## config.mk

```make
export PLATFORM = sky130hd
export DESIGN_NAME = ata_chs_lba_address_sequencer
export DESIGN_NICKNAME = d
export VERILOG_FILES = /design/src/sv/asq_pkg.sv /design/src/sv/asq_ctrl.sv /design/src/sv/asq_dp.sv /design/src/sv/ata_chs_lba_address_sequencer.sv
export SDC_FILE = /design/constraint.sdc
export NUM_CORES = 1
export LEC_CHECK = 0
export ABC_AREA = 0
export BUFFER_PORTS_ARGS = -buffer_cell sky130_fd_sc_hd__buf_2
export CAP_MARGIN = 40
export CORE_MARGIN = 2
export CORE_UTILIZATION = 63
export DETAILED_ROUTE_END_ITERATION = 10
export PLACE_DENSITY = 0.81
export REMOVE_ABC_BUFFERS = 1
export SLEW_MARGIN = 20
export SYNTH_ARGS = -nofsm -noshare
export SYNTH_HDL_FRONTEND = slang
export SYNTH_SLANG_ARGS = --single-unit
```

## constraint.sdc

```tcl
create_clock -name clk_i -period 6.55 [get_ports clk_i]
set_input_delay 0.655 -clock clk_i [delete_from_list [all_inputs] [get_ports clk_i]]
set_output_delay 0.655 -clock clk_i [all_outputs]
set_load 0.005 [all_outputs]
```

## src/sv/asq_pkg.sv

```systemverilog
// Shared types, codes and constants for the ATA taskfile address sequencer.
package asq_pkg;

  localparam logic       OP_LOAD    = 1'b0;
  localparam logic       OP_ADVANCE = 1'b1;

  localparam logic       CFG_HEADS  = 1'b0;
  localparam logic       CFG_SPT    = 1'b1;

  localparam logic [4:0] HEADS_RESET = 5'd16;
  localparam logic [7:0] SPT_RESET   = 8'd63;
  localparam logic [8:0] COUNT_FULL  = 9'h100;
  localparam int unsigned DH_LBA_BIT = 6;

  typedef enum logic [2:0] {
    S_IDLE,
    S_MUL1,
    S_MUL2,
    S_ADV,
    S_DONE
  } asq_state_e;

  typedef struct packed {
    logic       operation;
    logic [7:0] sector_count_in;
    logic [7:0] sector_number_in;
    logic [7:0] cylinder_low_in;
    logic [7:0] cylinder_high_in;
    logic [7:0] device_head_in;
  } asq_in_t;

  typedef struct packed {
    logic [27:0] block_address;
    logic [7:0]  sector_number_out;
    logic [7:0]  cylinder_low_out;
    logic [7:0]  cylinder_high_out;
    logic [7:0]  device_head_out;
    logic [8:0]  sectors_left;
    logic        overrun;
  } asq_out_t;

  typedef struct packed {
    logic load;
    logic mul1;
    logic mul2;
    logic step;
    logic refuse;
    logic out_load;
  } asq_cmd_t;

  typedef struct packed {
    logic last_sector;
  } asq_status_t;

endpackage

```

## src/sv/asq_ctrl.sv

```systemverilog
// Controller state machine of the ATA taskfile address sequencer.
module asq_ctrl
  import asq_pkg::*;
(
  input  logic        clk_i,
  input  logic        rst_ni,
  input  logic        in_valid_i,
  input  logic        op_i,
  output logic        in_stall_o,
  output logic        out_valid_o,
  input  logic        out_stall_i,
  input  asq_status_t status_i,
  output asq_cmd_t    cmd_o
);

  asq_state_e state_q, state_d;
  logic       out_valid_q, out_valid_d;
  logic       out_free;

  assign out_free = !out_valid_q || !out_stall_i;

  always_comb begin
    state_d = state_q;
    unique case (state_q)
      S_IDLE: begin
        if (in_valid_i) begin
          state_d = (op_i == OP_ADVANCE) ? S_ADV : S_MUL1;
        end
      end
      S_MUL1: state_d = S_MUL2;
      S_MUL2: state_d = S_DONE;
      S_ADV:  state_d = S_DONE;
      S_DONE: begin
        if (out_free) begin
          state_d = S_IDLE;
        end
      end
      default: state_d = S_IDLE;
    endcase
  end

  always_comb begin
    cmd_o      = '0;
    in_stall_o = 1'b1;
    unique case (state_q)
      S_IDLE: begin
        in_stall_o = 1'b0;
        cmd_o.load = in_valid_i && (op_i == OP_LOAD);
      end
      S_MUL1: cmd_o.mul1 = 1'b1;
      S_MUL2: cmd_o.mul2 = 1'b1;
      S_ADV: begin
        cmd_o.step   = !status_i.last_sector;
        cmd_o.refuse = status_i.last_sector;
      end
      S_DONE: cmd_o.out_load = out_free;
      default: cmd_o = '0;
    endcase
  end

  assign out_valid_d = cmd_o.out_load || (out_valid_q && out_stall_i);
  assign out_valid_o = out_valid_q;

  always_ff @(posedge clk_i or negedge rst_ni) begin
    if (!rst_ni) begin
      state_q     <= S_IDLE;
      out_valid_q <= 1'b0;
    end else begin
      state_q     <= state_d;
      out_valid_q <= out_valid_d;
    end
  end

  // An accepted item always leaves the idle state on the next cycle.
  a_accept_leaves_idle: assert property (@(posedge clk_i) disable iff (!rst_ni)
    in_valid_i && !in_stall_o |=> state_q != S_IDLE)
    else $error("accepted item did not start work");

  // A result is never written over one that is still waiting.
  a_no_overwrite: assert property (@(posedge clk_i) disable iff (!rst_ni)
    cmd_o.out_load |-> !out_valid_q || !out_stall_i)
    else $error("output register overwritten while stalled");

  // The address product takes both multiply steps in order.
  a_mul_order: assert property (@(posedge clk_i) disable iff (!rst_ni)
    state_q == S_MUL1 |=> state_q == S_MUL2)
    else $error("multiply steps out of order");

endmodule

```

## src/sv/asq_dp.sv

```systemverilog
// Datapath of the ATA taskfile address sequencer: geometry, position state and output register.
module asq_dp
  import asq_pkg::*;
(
  input  logic        clk_i,
  input  logic        rst_ni,
  input  logic        cfg_we_i,
  input  logic        cfg_idx_i,
  input  logic [7:0]  cfg_wdata_i,
  input  asq_in_t     in_data_i,
  input  asq_cmd_t    cmd_i,
  output asq_status_t status_o,
  output asq_out_t    out_data_o
);

  logic [4:0]  heads_q;
  logic [7:0]  spt_q;
  logic [15:0] sector_q, sector_d;
  logic [15:0] cyl_q, cyl_d;
  logic [7:0]  head_q, head_d;
  logic [27:0] lba_q, lba_d;
  logic        lba_sel_q, lba_sel_d;
  logic [3:0]  drive_q, drive_d;
  logic [8:0]  remaining_q, remaining_d;
  logic        overrun_q, overrun_d;
  logic [21:0] prod1_q;
  logic [21:0] prod1_d;
  logic [29:0] prod2;
  logic [27:0] lba_chs;
  logic [7:0]  head_inc;
  asq_out_t    out_q, out_d;

  assign status_o.last_sector = (remaining_q <= 9'd1);

  // Cylinder times heads plus head, then times sectors plus sector minus one.
  assign prod1_d  = ({6'b0, cyl_q} * {17'b0, heads_q}) + {14'b0, head_q};
  assign prod2    = {8'b0, prod1_q} * {22'b0, spt_q};
  assign lba_chs  = prod2[27:0] + {12'b0, sector_q} - 28'd1;
  assign head_inc = head_q + 8'd1;

  always_comb begin
    sector_d    = sector_q;
    cyl_d       = cyl_q;
    head_d      = head_q;
    lba_d       = lba_q;
    lba_sel_d   = lba_sel_q;
    drive_d     = drive_q;
    remaining_d = remaining_q;
    overrun_d   = overrun_q;
    if (cmd_i.load) begin
      sector_d    = {8'b0, in_data_i.sector_number_in};
      cyl_d       = {in_data_i.cylinder_high_in, in_data_i.cylinder_low_in};
      head_d      = {4'b0, in_data_i.device_head_in[3:0]};
      lba_sel_d   = in_data_i.device_head_in[DH_LBA_BIT];
      drive_d     = in_data_i.device_head_in[7:4];
      remaining_d = (in_data_i.sector_count_in == 8'd0) ? COUNT_FULL
                                                         : {1'b0, in_data_i.sector_count_in};
      overrun_d   = 1'b0;
    end
    if (cmd_i.mul2) begin
      lba_d = lba_sel_q ? {head_q[3:0], cyl_q, sector_q[7:0]} : lba_chs;
    end
    if (cmd_i.refuse) begin
      overrun_d = 1'b1;
    end
    if (cmd_i.step) begin
      overrun_d   = 1'b0;
      remaining_d = remaining_q - 9'd1;
      lba_d       = lba_q + 28'd1;
      if (sector_q == {8'b0, spt_q}) begin
        sector_d = 16'd1;
        if (head_inc == {3'b0, heads_q}) begin
          head_d = 8'd0;
          cyl_d  = cyl_q + 16'd1;
        end else begin
          head_d = head_inc;
        end
      end else begin
        sector_d = sector_q + 16'd1;
      end
    end
  end

  always_comb begin
    out_d               = out_q;
    out_d.block_address = lba_q;
    if (lba_sel_q) begin
      out_d.sector_number_out = lba_q[7:0];
      out_d.cylinder_low_out  = lba_q[15:8];
      out_d.cylinder_high_out = lba_q[23:16];
      out_d.device_head_out   = {drive_q, lba_q[27:24]};
    end else begin
      out_d.sector_number_out = sector_q[7:0];
      out_d.cylinder_low_out  = cyl_q[7:0];
      out_d.cylinder_high_out = cyl_q[15:8];
      out_d.device_head_out   = {drive_q, head_q[3:0]};
    end
    out_d.sectors_left = remaining_q;
    out_d.overrun      = overrun_q;
  end

  always_ff @(posedge clk_i or negedge rst_ni) begin
    if (!rst_ni) begin
      heads_q     <= HEADS_RESET;
      spt_q       <= SPT_RESET;
      sector_q    <= '0;
      cyl_q       <= '0;
      head_q      <= '0;
      lba_q       <= '0;
      lba_sel_q   <= 1'b0;
      drive_q     <= '0;
      remaining_q <= 9'd1;
      overrun_q   <= 1'b0;
    end else begin
      if (cfg_we_i) begin
        unique case (cfg_idx_i)
          CFG_HEADS: heads_q <= cfg_wdata_i[4:0];
          CFG_SPT:   spt_q   <= cfg_wdata_i;
          default:   heads_q <= heads_q;
        endcase
      end
      sector_q    <= sector_d;
      cyl_q       <= cyl_d;
      head_q      <= head_d;
      lba_q       <= lba_d;
      lba_sel_q   <= lba_sel_d;
      drive_q     <= drive_d;
      remaining_q <= remaining_d;
      overrun_q   <= overrun_d;
    end
  end

  always_ff @(posedge clk_i) begin
    if (cmd_i.mul1) begin
      prod1_q <= prod1_d;
    end
    if (cmd_i.out_load) begin
      out_q <= out_d;
    end
  end

  assign out_data_o = out_q;

  // The count of sectors left never reaches zero.
  a_remaining_nonzero: assert property (@(posedge clk_i) disable iff (!rst_ni)
    remaining_q != 9'd0)
    else $error("sector count reached zero");

  // A step is only taken with more than one sector left.
  a_step_guard: assert property (@(posedge clk_i) disable iff (!rst_ni)
    cmd_i.step |-> remaining_q > 9'd1)
    else $error("advance past the last sector");

endmodule

```

## src/sv/ata_chs_lba_address_sequencer.sv

```systemverilog
// Top level of the ATA taskfile address sequencer.
// This block turns an ATA taskfile into a 28-bit logical block address and
// then walks it one sector at a time. A load transfer (operation 0) takes the
// sector count, sector number, cylinder and device/head bytes; bit 6 of
// device/head selects LBA mode, where the address is the packed fields,
// otherwise the address is (cylinder*heads+head)*sectors+sector-1 modulo
// 2^28 using the configured geometry. An advance transfer (operation 1) moves
// to the next sector, wrapping sector to 1, then head to 0 and bumping the
// cylinder, and increments the address; with one sector left it changes
// nothing and reports overrun. Every input transfer yields exactly one output
// transfer carrying the address, the updated taskfile bytes and the sectors
// left. A load passes through the two multiply steps of the address product,
// each of which is registered, and the done state before its result is
// offered; an advance passes through the advance state and the done state.
// The done state returns to idle once the output register is free. A new item
// is taken only when the sequencer is idle, but a finished
// result may wait in the output register while the next item is already being
// worked on. Geometry registers (index 0 heads per cylinder, index 1 sectors
// per track) are written through the cfg port and should only be changed
// while the block is idle.
module ata_chs_lba_address_sequencer
  import asq_pkg::*;
(
  input  logic       clk_i,
  input  logic       rst_ni,
  input  logic       cfg_we_i,
  input  logic       cfg_idx_i,
  input  logic [7:0] cfg_wdata_i,
  input  logic       in_valid_i,
  output logic       in_stall_o,
  input  asq_in_t    in_data_i,
  output logic       out_valid_o,
  input  logic       out_stall_i,
  output asq_out_t   out_data_o
);

  asq_cmd_t    cmd;
  asq_status_t status;

  // The controller sequences load, multiply, advance and output steps.
  asq_ctrl u_ctrl (
    .clk_i       (clk_i),
    .rst_ni      (rst_ni),
    .in_valid_i  (in_valid_i),
    .op_i        (in_data_i.operation),
    .in_stall_o  (in_stall_o),
    .out_valid_o (out_valid_o),
    .out_stall_i (out_stall_i),
    .status_i    (status),
    .cmd_o       (cmd)
  );

  // The datapath holds geometry, the current position and the output register.
  asq_dp u_dp (
    .clk_i       (clk_i),
    .rst_ni      (rst_ni),
    .cfg_we_i    (cfg_we_i),
    .cfg_idx_i   (cfg_idx_i),
    .cfg_wdata_i (cfg_wdata_i),
    .in_data_i   (in_data_i),
    .cmd_i       (cmd),
    .status_o    (status),
    .out_data_o  (out_data_o)
  );

endmodule

```

==> results of run 1 <==
registers in the layout, summed over array words and instances, names as in the netlist:
| register | count |
|---|---|
| u_ctrl.out_valid_o | 1 |
| u_ctrl.state_q | 3 |
| u_dp.cyl_q | 16 |
| u_dp.drive_q | 4 |
| u_dp.head_q | 8 |
| u_dp.heads_q | 5 |
| u_dp.lba_q | 28 |
| u_dp.out_data_o | 70 |
| u_dp.overrun_q | 1 |
| u_dp.prod1_q | 22 |
| u_dp.remaining_q | 9 |
| u_dp.sector_q | 16 |
| u_dp.spt_q | 8 |
final timing paths:
path / from / end / slack, ps / cells after the start
max: u_dp.spt_q[5]$_DFFE_PN1P_ / u_dp.lba_q[24]$_DFFE_PN0P_ / 530 / 17
min: rst_ni / u_dp.remaining_q[4]$_DFFE_PN0P_ / 160 / 1
max reg2reg: u_dp.spt_q[5]$_DFFE_PN1P_ / u_dp.lba_q[24]$_DFFE_PN0P_ / 530 / 17
min reg2reg: u_dp.drive_q[0]$_DFFE_PN0P_ / u_dp.out_data_o[14]$_DFFE_PP_ / 460 / 0
max in group asynchronous: rst_ni / u_dp.spt_q[0]$_DFFE_PN1P_ / 5350 / 3
min in group clk_i: in_data_i[4] / u_dp.drive_q[0]$_DFFE_PN0P_ / 380 / 3
through the flow:
stage / hold WS [ps] / std cells / util / cell area, um2 / setup slack (ps)
5_1_grt: 188.3 / 2365 / 0.6993 / 19590 / 209.4
3_5_place_dp: 433.6 / 2328 / 0.6745 / 18890 / 648.7
2_1_floorplan: 359.4 / 1810 / - / 17630 / 1178
4_1_cts: 167.4 / 2360 / 0.6968 / 19520 / 631.2
3_3_place_gp: 430.5 / 2325 / 0.6729 / 18850 / 896.4
6_report: 161.7 / 2365 / 0.6993 / 19590 / 526.0
logic make-up after synthesis:
group,share of synthesized area
fa+ha+maj,0.2919
compound gates,0.1251
simple gates,0.1684
mux,0.02507
buf+inv,0.07200
xor+xnor,0.02625
flops,0.2913
synth_stat cells, types with 28 or more instances:
library cell | n | area, um2
a21oi_1 | 93 | 465.5
and2_1 | 103 | 644.4
and3_1 | 30 | 187.7
clkbuf_1 | 67 | 251.5
dfrtp_1 | 91 | 2277
edfxtp_1 | 92 | 2763
fa_1 | 189 | 3784
ha_1 | 118 | 1476
inv_1 | 242 | 908.4
mux2_2 | 33 | 371.6
nand2_1 | 266 | 998.5
nand3_1 | 44 | 220.2
nor2_1 | 74 | 277.8
nor3_1 | 28 | 140.1
o21ai_0 | 87 | 435.4
xnor2_1 | 29 | 254.0
final cells by class:
| cell class | instances | share of cell area |
|---|---|---|
| flip-flops and latches | 191 | 0.2681 |
| clock inverters | 15 | 0.01009 |
| multi-input cells | 1376 | 0.5869 |
| repair buffers | 145 | 0.04248 |
| inverters | 243 | 0.04657 |
| clock buffers | 17 | 0.02172 |
| well taps | 378 | 0.02415 |
worst max-delay path, delay by kind of cell (launching register included):
family	cells	cell delay [ps]
buffers and inverters	3	140
DFF	1	840
AOI/OAI and AO/OA	4	990
adders and majority gates	6	3020
and+or+nand+nor	4	880
layout by cell type (no fill, tap or decap), drive strengths merged, types with 30 or more instances in the layout:
cell type	netlist	layout
nand2	268	268
nand3	44	44
and2	103	103
dfrtp	91	91
o21ai	89	89
a21oi	93	93
edfxtp	92	92
fa	189	189
buf	22	144
and3	30	30
nor2	76	76
mux2	33	33
ha	118	118
inv	243	251
metal layers:
layer	vias up	wire, um
met5	-	0
met4	0	1665
met3	141	3335
met2	718	23420
met1	7198	17780
li1	6571	-
==> flow_summary.toml, run 1 <==
[critical_path]
worstPathArrival_ps = 6350
crit_required_ps = 6880
worstSetupStartpointType = "register"
critPathMaxFanout = 24
crit_top_cell = "fa_1"
criticalPathCategory = "register to register"
cp-end-kind = "register"
cp_slowest_cell = "dfstp_2"
crit_path_max_incr_delay_ps = 840
path_cells = "nand2_1, fa_1, inv_1, fa_1, fa_1, fa_1, inv_1, fa_1, inv_1, ha_1, nand4_1, nor4_1, nor2_1, a21boi_0, o22a_1, a21oi_1, o311ai_0"

[yosys]
synthesis.area_um2 = 18020
synthDistinctLibCells = 81
syn_inst = 1899
ys_seq_area_frac = 0.2913
syn_area_per_cell_um2 = 9.489
synth_edf_count = 92
ys_warn_count = 0
ys_seq_elements = 191
synth_flop_cell = "edfxtp_1"
async_reset_ff_frac = 0.5183

[flow_run]
drv_cap = 0

[final_layout]
multi_input_area_um2 = 11500
layout.nets = 2336
fillers = 2109
drive_gt1_frac = 0.1248
diodes = 0
synthToLayoutAreaGrowth_pct = 8.700
seqCellArea_um2 = 5251

[global_route]
grt_pass1_vias = 14860
grt_pass1_wl_mm = 75.53
grt-ovfl-total = 0
met1_usage = 0.4027
grt.total_usage = 0.3151
grt_max_degree = 80
top_usage_layer = "met2"
grtUsageMet2 = 0.5437
grt_use_met3 = 0.04727
antenna_found_initial = 1

[die]
fp.coreArea_um2 = 28010
dieHeight_um = 173.1
dieWidth_um = 173.1
std_cell_rows = 61
start_util = 0.6433
io_pins = 127
fp.dieArea_um2 = 29970

[placed_design]
hpwl_mm = 34.45
gp_congestion = 0.9240
io_buffer_count = 126

[min_path]
worst_hold_path_type = "primary input to async pin"

[clock_network]
cts_sinks = 191
cts_root_buf = "clkbuf_16"
cts_tree = "built"
postCtsSetupBuffers = 0
postCtsHoldBufs = 0
post_cts_resize_count = 0
htreeDepth = 4
clk_pin_slew_ps = 80
worstSkewPairLatency_ps = 450
cts_buffer_depth = 2
cts-buffers-inserted = 17

[timing]
finalCritPeriodShare = 0.9197
fin_skew_ps = 15.07
maxSlewViolCount = 0
max_clock_freq_ghz = 0.1660
hold_viol = 0
rsz0062_at_grt = "false"
slew_headroom = 0.4797
fin_crit_ps = 6024
worst_slew_pin_slew_ps = 780.4
finalSetupTns_ps = 0
setup_viol = 0

[drt]
drtPass1Iterations = 6
via_per_inst = 6.185
post_drt_wl_per_cell_um = 19.53
final_antenna_net_count = 0
drcViolationCount = 0
vias = 14630
drt_wl_total_mm = 46.19
drt_first_iter_violations = 1335

[outcome]
status = "complete, no violations"
Power of run 1 is not shown: default switching activity piles up to over one toggle a cycle in this logic, so the estimate is an artifact.
==> inputs of run 2 (changes only) <==
- CORE_ASPECT_RATIO: not set -> 1.75
==> flow_summary.toml, run 2 (synthesis results as in run 1) <==
[critical_path]
worstPathArrival_ps = 6270
r2r_setup_slack_ps = 610
criticalPathCategory = "register to register"
worstSetupStartpointType = "register"
critPathMaxFanout = 24
crit_required_ps = 6880
cp-end-kind = "register"
ff2ff_path_depth = 17

[placed_design]
gp_congestion = 0.9725
place_ws_ps = 675.3
io_buffer_count = 126
hpwl_mm = 36.22

[drt]
via_per_inst = 6.162
drcViolationCount = 0
drt_first_iter_violations = 1420
post_drt_wl_per_cell_um = 20.09
vias = 14520
drtPass1Iterations = 6
drt_wl_total_mm = 47.33
final_antenna_net_count = 0

[timing]
hold_viol = 0
fin_crit_ps = 5938
rsz0062_at_grt = "false"
setup_ws_ps = 611.7
fin_skew_ps = 18.73
setup_viol = 0
finalCritPeriodShare = 0.9066
holdWs_ps = 191.1
maxSlewViolCount = 0
finalSetupTns_ps = 0
slew_headroom = 0.4148
max_clock_freq_ghz = 0.1684
worst_slew_pin_slew_ps = 871.1

[final_layout]
layout_commonest_cell = "nand2_1"
drive_gt1_frac = 0.1236
largest_register_ffs = 70
final_cell_mix = "nand2_1 (266), inv_1 (242), fa_1 (189)"
layout.nets = 2332
synthToLayoutAreaGrowth_pct = 8.499
fillers = 2165
fin_util = 0.6964
diodes = 0

[global_route]
grt-ovfl-total = 0
antenna_found_initial = 0
grt_pass1_vias = 14990
grt_pass1_wl_mm = 77.02
grt_max_degree = 58
grt.total_usage = 0.3234

[clock_network]
cts_sinks = 191
cts_buffer_depth = 2
cts-buffers-inserted = 17
worstSkewPairLatency_ps = 460
postCtsSetupBuffers = 0
htreeDepth = 4
post_cts_resize_count = 0
cts_tree = "built"
postCtsHoldBufs = 0
clk_pin_slew_ps = 80
cts_root_buf = "clkbuf_16"

[die]
dieHeight_um = 227.7
std_cell_rows = 81
dieWidth_um = 131.8
start_util = 0.6419
fp.dieArea_um2 = 30030
io_pins = 127
fp.coreArea_um2 = 28070

[min_path]
worst_hold_path_type = "primary input to async pin"

[flow_run]
drv_cap = 0

[outcome]
status = "complete, no violations"
[run 2: path summary, 6_finish.rpt]
path | startpoint | end
setup reg to reg | u_dp.spt_q[5]$_DFFE_PN1P_ | u_dp.lba_q[24]$_DFFE_PN0P_
hold / removal | rst_ni | u_dp.remaining_q[1]$_DFFE_PN0P_
min in group clk_i | in_data_i[4] | u_dp.drive_q[0]$_DFFE_PN0P_
setup / recovery | u_dp.spt_q[5]$_DFFE_PN1P_ | u_dp.lba_q[24]$_DFFE_PN0P_
max in group asynchronous | rst_ni | u_dp.drive_q[2]$_DFFE_PN0P_
hold reg to reg | u_dp.drive_q[3]$_DFFE_PN0P_ | u_dp.out_data_o[17]$_DFFE_PP_
[run 2: critical path, stage by stage, from the launching register on]
cell and delay (ps):
dfstp_2 840, nand2_1 170, fa_1 570, inv_1 50, fa_1 480, fa_1 530
fa_1 560, inv_1 60, fa_1 490, inv_1 50, ha_1 390, nand4_1 170
nor4_1 390, nor2_1 110, a21boi_0 290, o22a_1 280, a21oi_1 80, o311ai_0 280
[run 2: metrics by stage]
| step | cell area, um2 | cells |
|---|---|---|
| after floorplan | 17630 | 1810 |
| after global placement | 18840 | 2320 |
| after detailed placement | 18870 | 2322 |
| after CTS | 19530 | 2354 |
| after global routing | 19550 | 2356 |
| final | 19550 | 2356 |
[run 2: cell type report]
type / count / area, um2 / area share
clock inverters: 14 / 210.2 / 0.01075
clock buffers: 18 / 450.4 / 0.02304
flip-flops and latches: 191 / 5251 / 0.2686
multi-input cells: 1376 / 11500 / 0.5880
well taps: 373 / 466.7 / 0.02387
inverters: 243 / 912.1 / 0.04665
repair buffers: 141 / 764.5 / 0.03910
[run 2: layer usage]
| metal | vias up | part of all wire | global-route usage | wire length, um |
|---|---|---|---|---|
| li1 | 6534 | - | - | - |
| met1 | 7136 | 0.38 | 0.3954 | 17800 |
| met2 | 711 | 0.51 | 0.5633 | 24100 |
| met3 | 137 | 0.066 | 0.04395 | 3140 |
| met4 | 0 | 0.048 | 0.1579 | 2287 |
| met5 | - | 0 | 0 | 0 |
Power of run 2 is left out for the same reason.
==> inputs of run 3 (changes only) <==
- RECOVER_POWER: not set -> 50
==> flow_summary.toml, run 3 (synthesis results as in run 1) <==
[outcome]
status = "finished, violations left"
failed_checks = "capacitance limit, slew limit"

[critical_path]
r2r_start = "u_dp.spt_q[4]$_DFFE_PN1P_"
ff2ff_path_depth = 17
cp-endpoint = "u_dp.lba_q[24]$_DFFE_PN0P_"
critPathMaxFanout = 24
worstSetupStartpointType = "register"
rr_endpoint = "u_dp.lba_q[24]$_DFFE_PN0P_"
crit_required_ps = 6880
cp-startpoint = "u_dp.spt_q[4]$_DFFE_PN1P_"
worstPathArrival_ps = 6290
r2r_setup_slack_ps = 590
criticalPathCategory = "register to register"
cp-end-kind = "register"

[final_layout]
drive_gt1_frac = 0.1125
layout.nets = 2332
synthToLayoutAreaGrowth_pct = 8.290
final_cell_mix = "nand2_1 (266), inv_1 (242), fa_1 (189)"
diodes = 0
fin_cells = 2356
layout_commonest_cell = "nand2_1"
largest_register_ffs = 70

[timing]
fin_skew_ps = 17.70
fin_crit_ps = 5964
hold_viol = 0
worst_slew_pin_slew_ps = 3160
finalSetupTns_ps = 0
max_clock_freq_ghz = 0.1677
holdWs_ps = 391.7
finalCritPeriodShare = 0.9105
rsz0062_at_grt = "false"
slew_headroom = -1.107
maxSlewViolCount = 102
setup_viol = 0

[die]
fp.dieArea_um2 = 30030
start_util = 0.6419
std_cell_rows = 81
dieHeight_um = 227.7
dieWidth_um = 131.8
fp.coreArea_um2 = 28070
io_pins = 127

[placed_design]
dp.cells = 2322
hpwl_mm = 36.22
gp_congestion = 0.9725
io_buffer_count = 126

[clock_network]
post_cts_resize_count = 0
worstSkewPairLatency_ps = 460
clk_pin_slew_ps = 80
htreeDepth = 4
postCtsHoldBufs = 0
cts_root_buf = "clkbuf_16"
cts_tree = "built"
cts-buffers-inserted = 17
cts_sinks = 191
postCtsSetupBuffers = 0
cts_buffer_depth = 2

[flow_run]
drv_cap = 2

[drt]
drtPass1Iterations = 8
drcViolationCount = 0
drt_wl_total_mm = 47.29
drt_first_iter_violations = 1404
via_per_inst = 6.130
vias = 14440
post_drt_wl_per_cell_um = 20.07
final_antenna_net_count = 0

[min_path]
worst_hold_path_type = "primary input to register"

[global_route]
grt_max_degree = 58
met1_usage = 0.3954
antenna_found_initial = 0
grt_pass1_vias = 14990
grt.total_usage = 0.3234
grt_pass1_wl_mm = 77.02
grt-ovfl-total = 0
top_usage_layer = "met2"
grtUsageMet2 = 0.5633
grt_use_met3 = 0.04395
==> run 3: changes by cell type in the layout (fill, tap and decap cells not counted), moves of 2 or more <==
cell      delta
mux2_2       -2
mux2_1       +2
buf_2       -13
buf_4        -4
clkbuf_1    +17
==> run 3: cell type report <==
type | instances | area [um2]
multi-input combinational | 1376 | 11490
fill | 2176 | 8559
sequential | 191 | 5250
inverter | 243 | 912.1
timing repair buffer | 141 | 733.2
tap | 373 | 466.7
clock buffer | 18 | 450.4
clock inverter | 14 | 210.2
==> run 3: worst min path at each step <==
stage | from | end | slack, ps | depth (start not counted)
floorplan | rst_ni | u_ctrl.out_valid_o$_DFF_PN0_ | 360 | 0
global placement | u_dp.drive_q[0]$_DFFE_PN0P_ | u_dp.out_data_o[14]$_DFFE_PP_ | 430 | 0
detailed placement | u_dp.overrun_q$_DFFE_PN0P_ | u_dp.out_data_o[0]$_DFFE_PP_ | 440 | 0
CTS | rst_ni | u_dp.remaining_q[5]$_DFFE_PN0P_ | 210 | 1
global route | in_data_i[7] | u_dp.drive_q[3]$_DFFE_PN0P_ | 380 | 3
finish | in_data_i[4] | u_dp.drive_q[0]$_DFFE_PN0P_ | 390 | 3
==> run 3: metal layers <==
layer,vias to the layer above,share of wire
met3,129,0.065
met4,0,0.047
met1,7101,0.38
li1,6542,-
met2,670,0.51
met5,-,0
==> run 3: through the flow <==
step,setup WS (ps),area (um2),utilization
6_report,585.9,19510,0.6951
5_1_grt,238.4,19510,0.6951
4_1_cts,664.8,19530,0.6956
3_5_place_dp,675.3,18870,0.6721
3_3_place_gp,837.1,18840,0.6712
2_1_floorplan,1178,17630,-
==> run 3: worst max-delay path, cell delays in order, from the launching register on <==
cell,delay (ps)
dfstp_2,860
nand2_1,160
fa_1,550
inv_1,60
fa_1,480
fa_1,530
fa_1,560
inv_1,60
fa_1,490
inv_1,50
ha_1,390
nand4_1,180
nor4_1,390
nor2_1,110
a21boi_0,290
o22a_1,280
a21oi_1,80
o311ai_0,300
Power of run 3 is left out for the same reason.
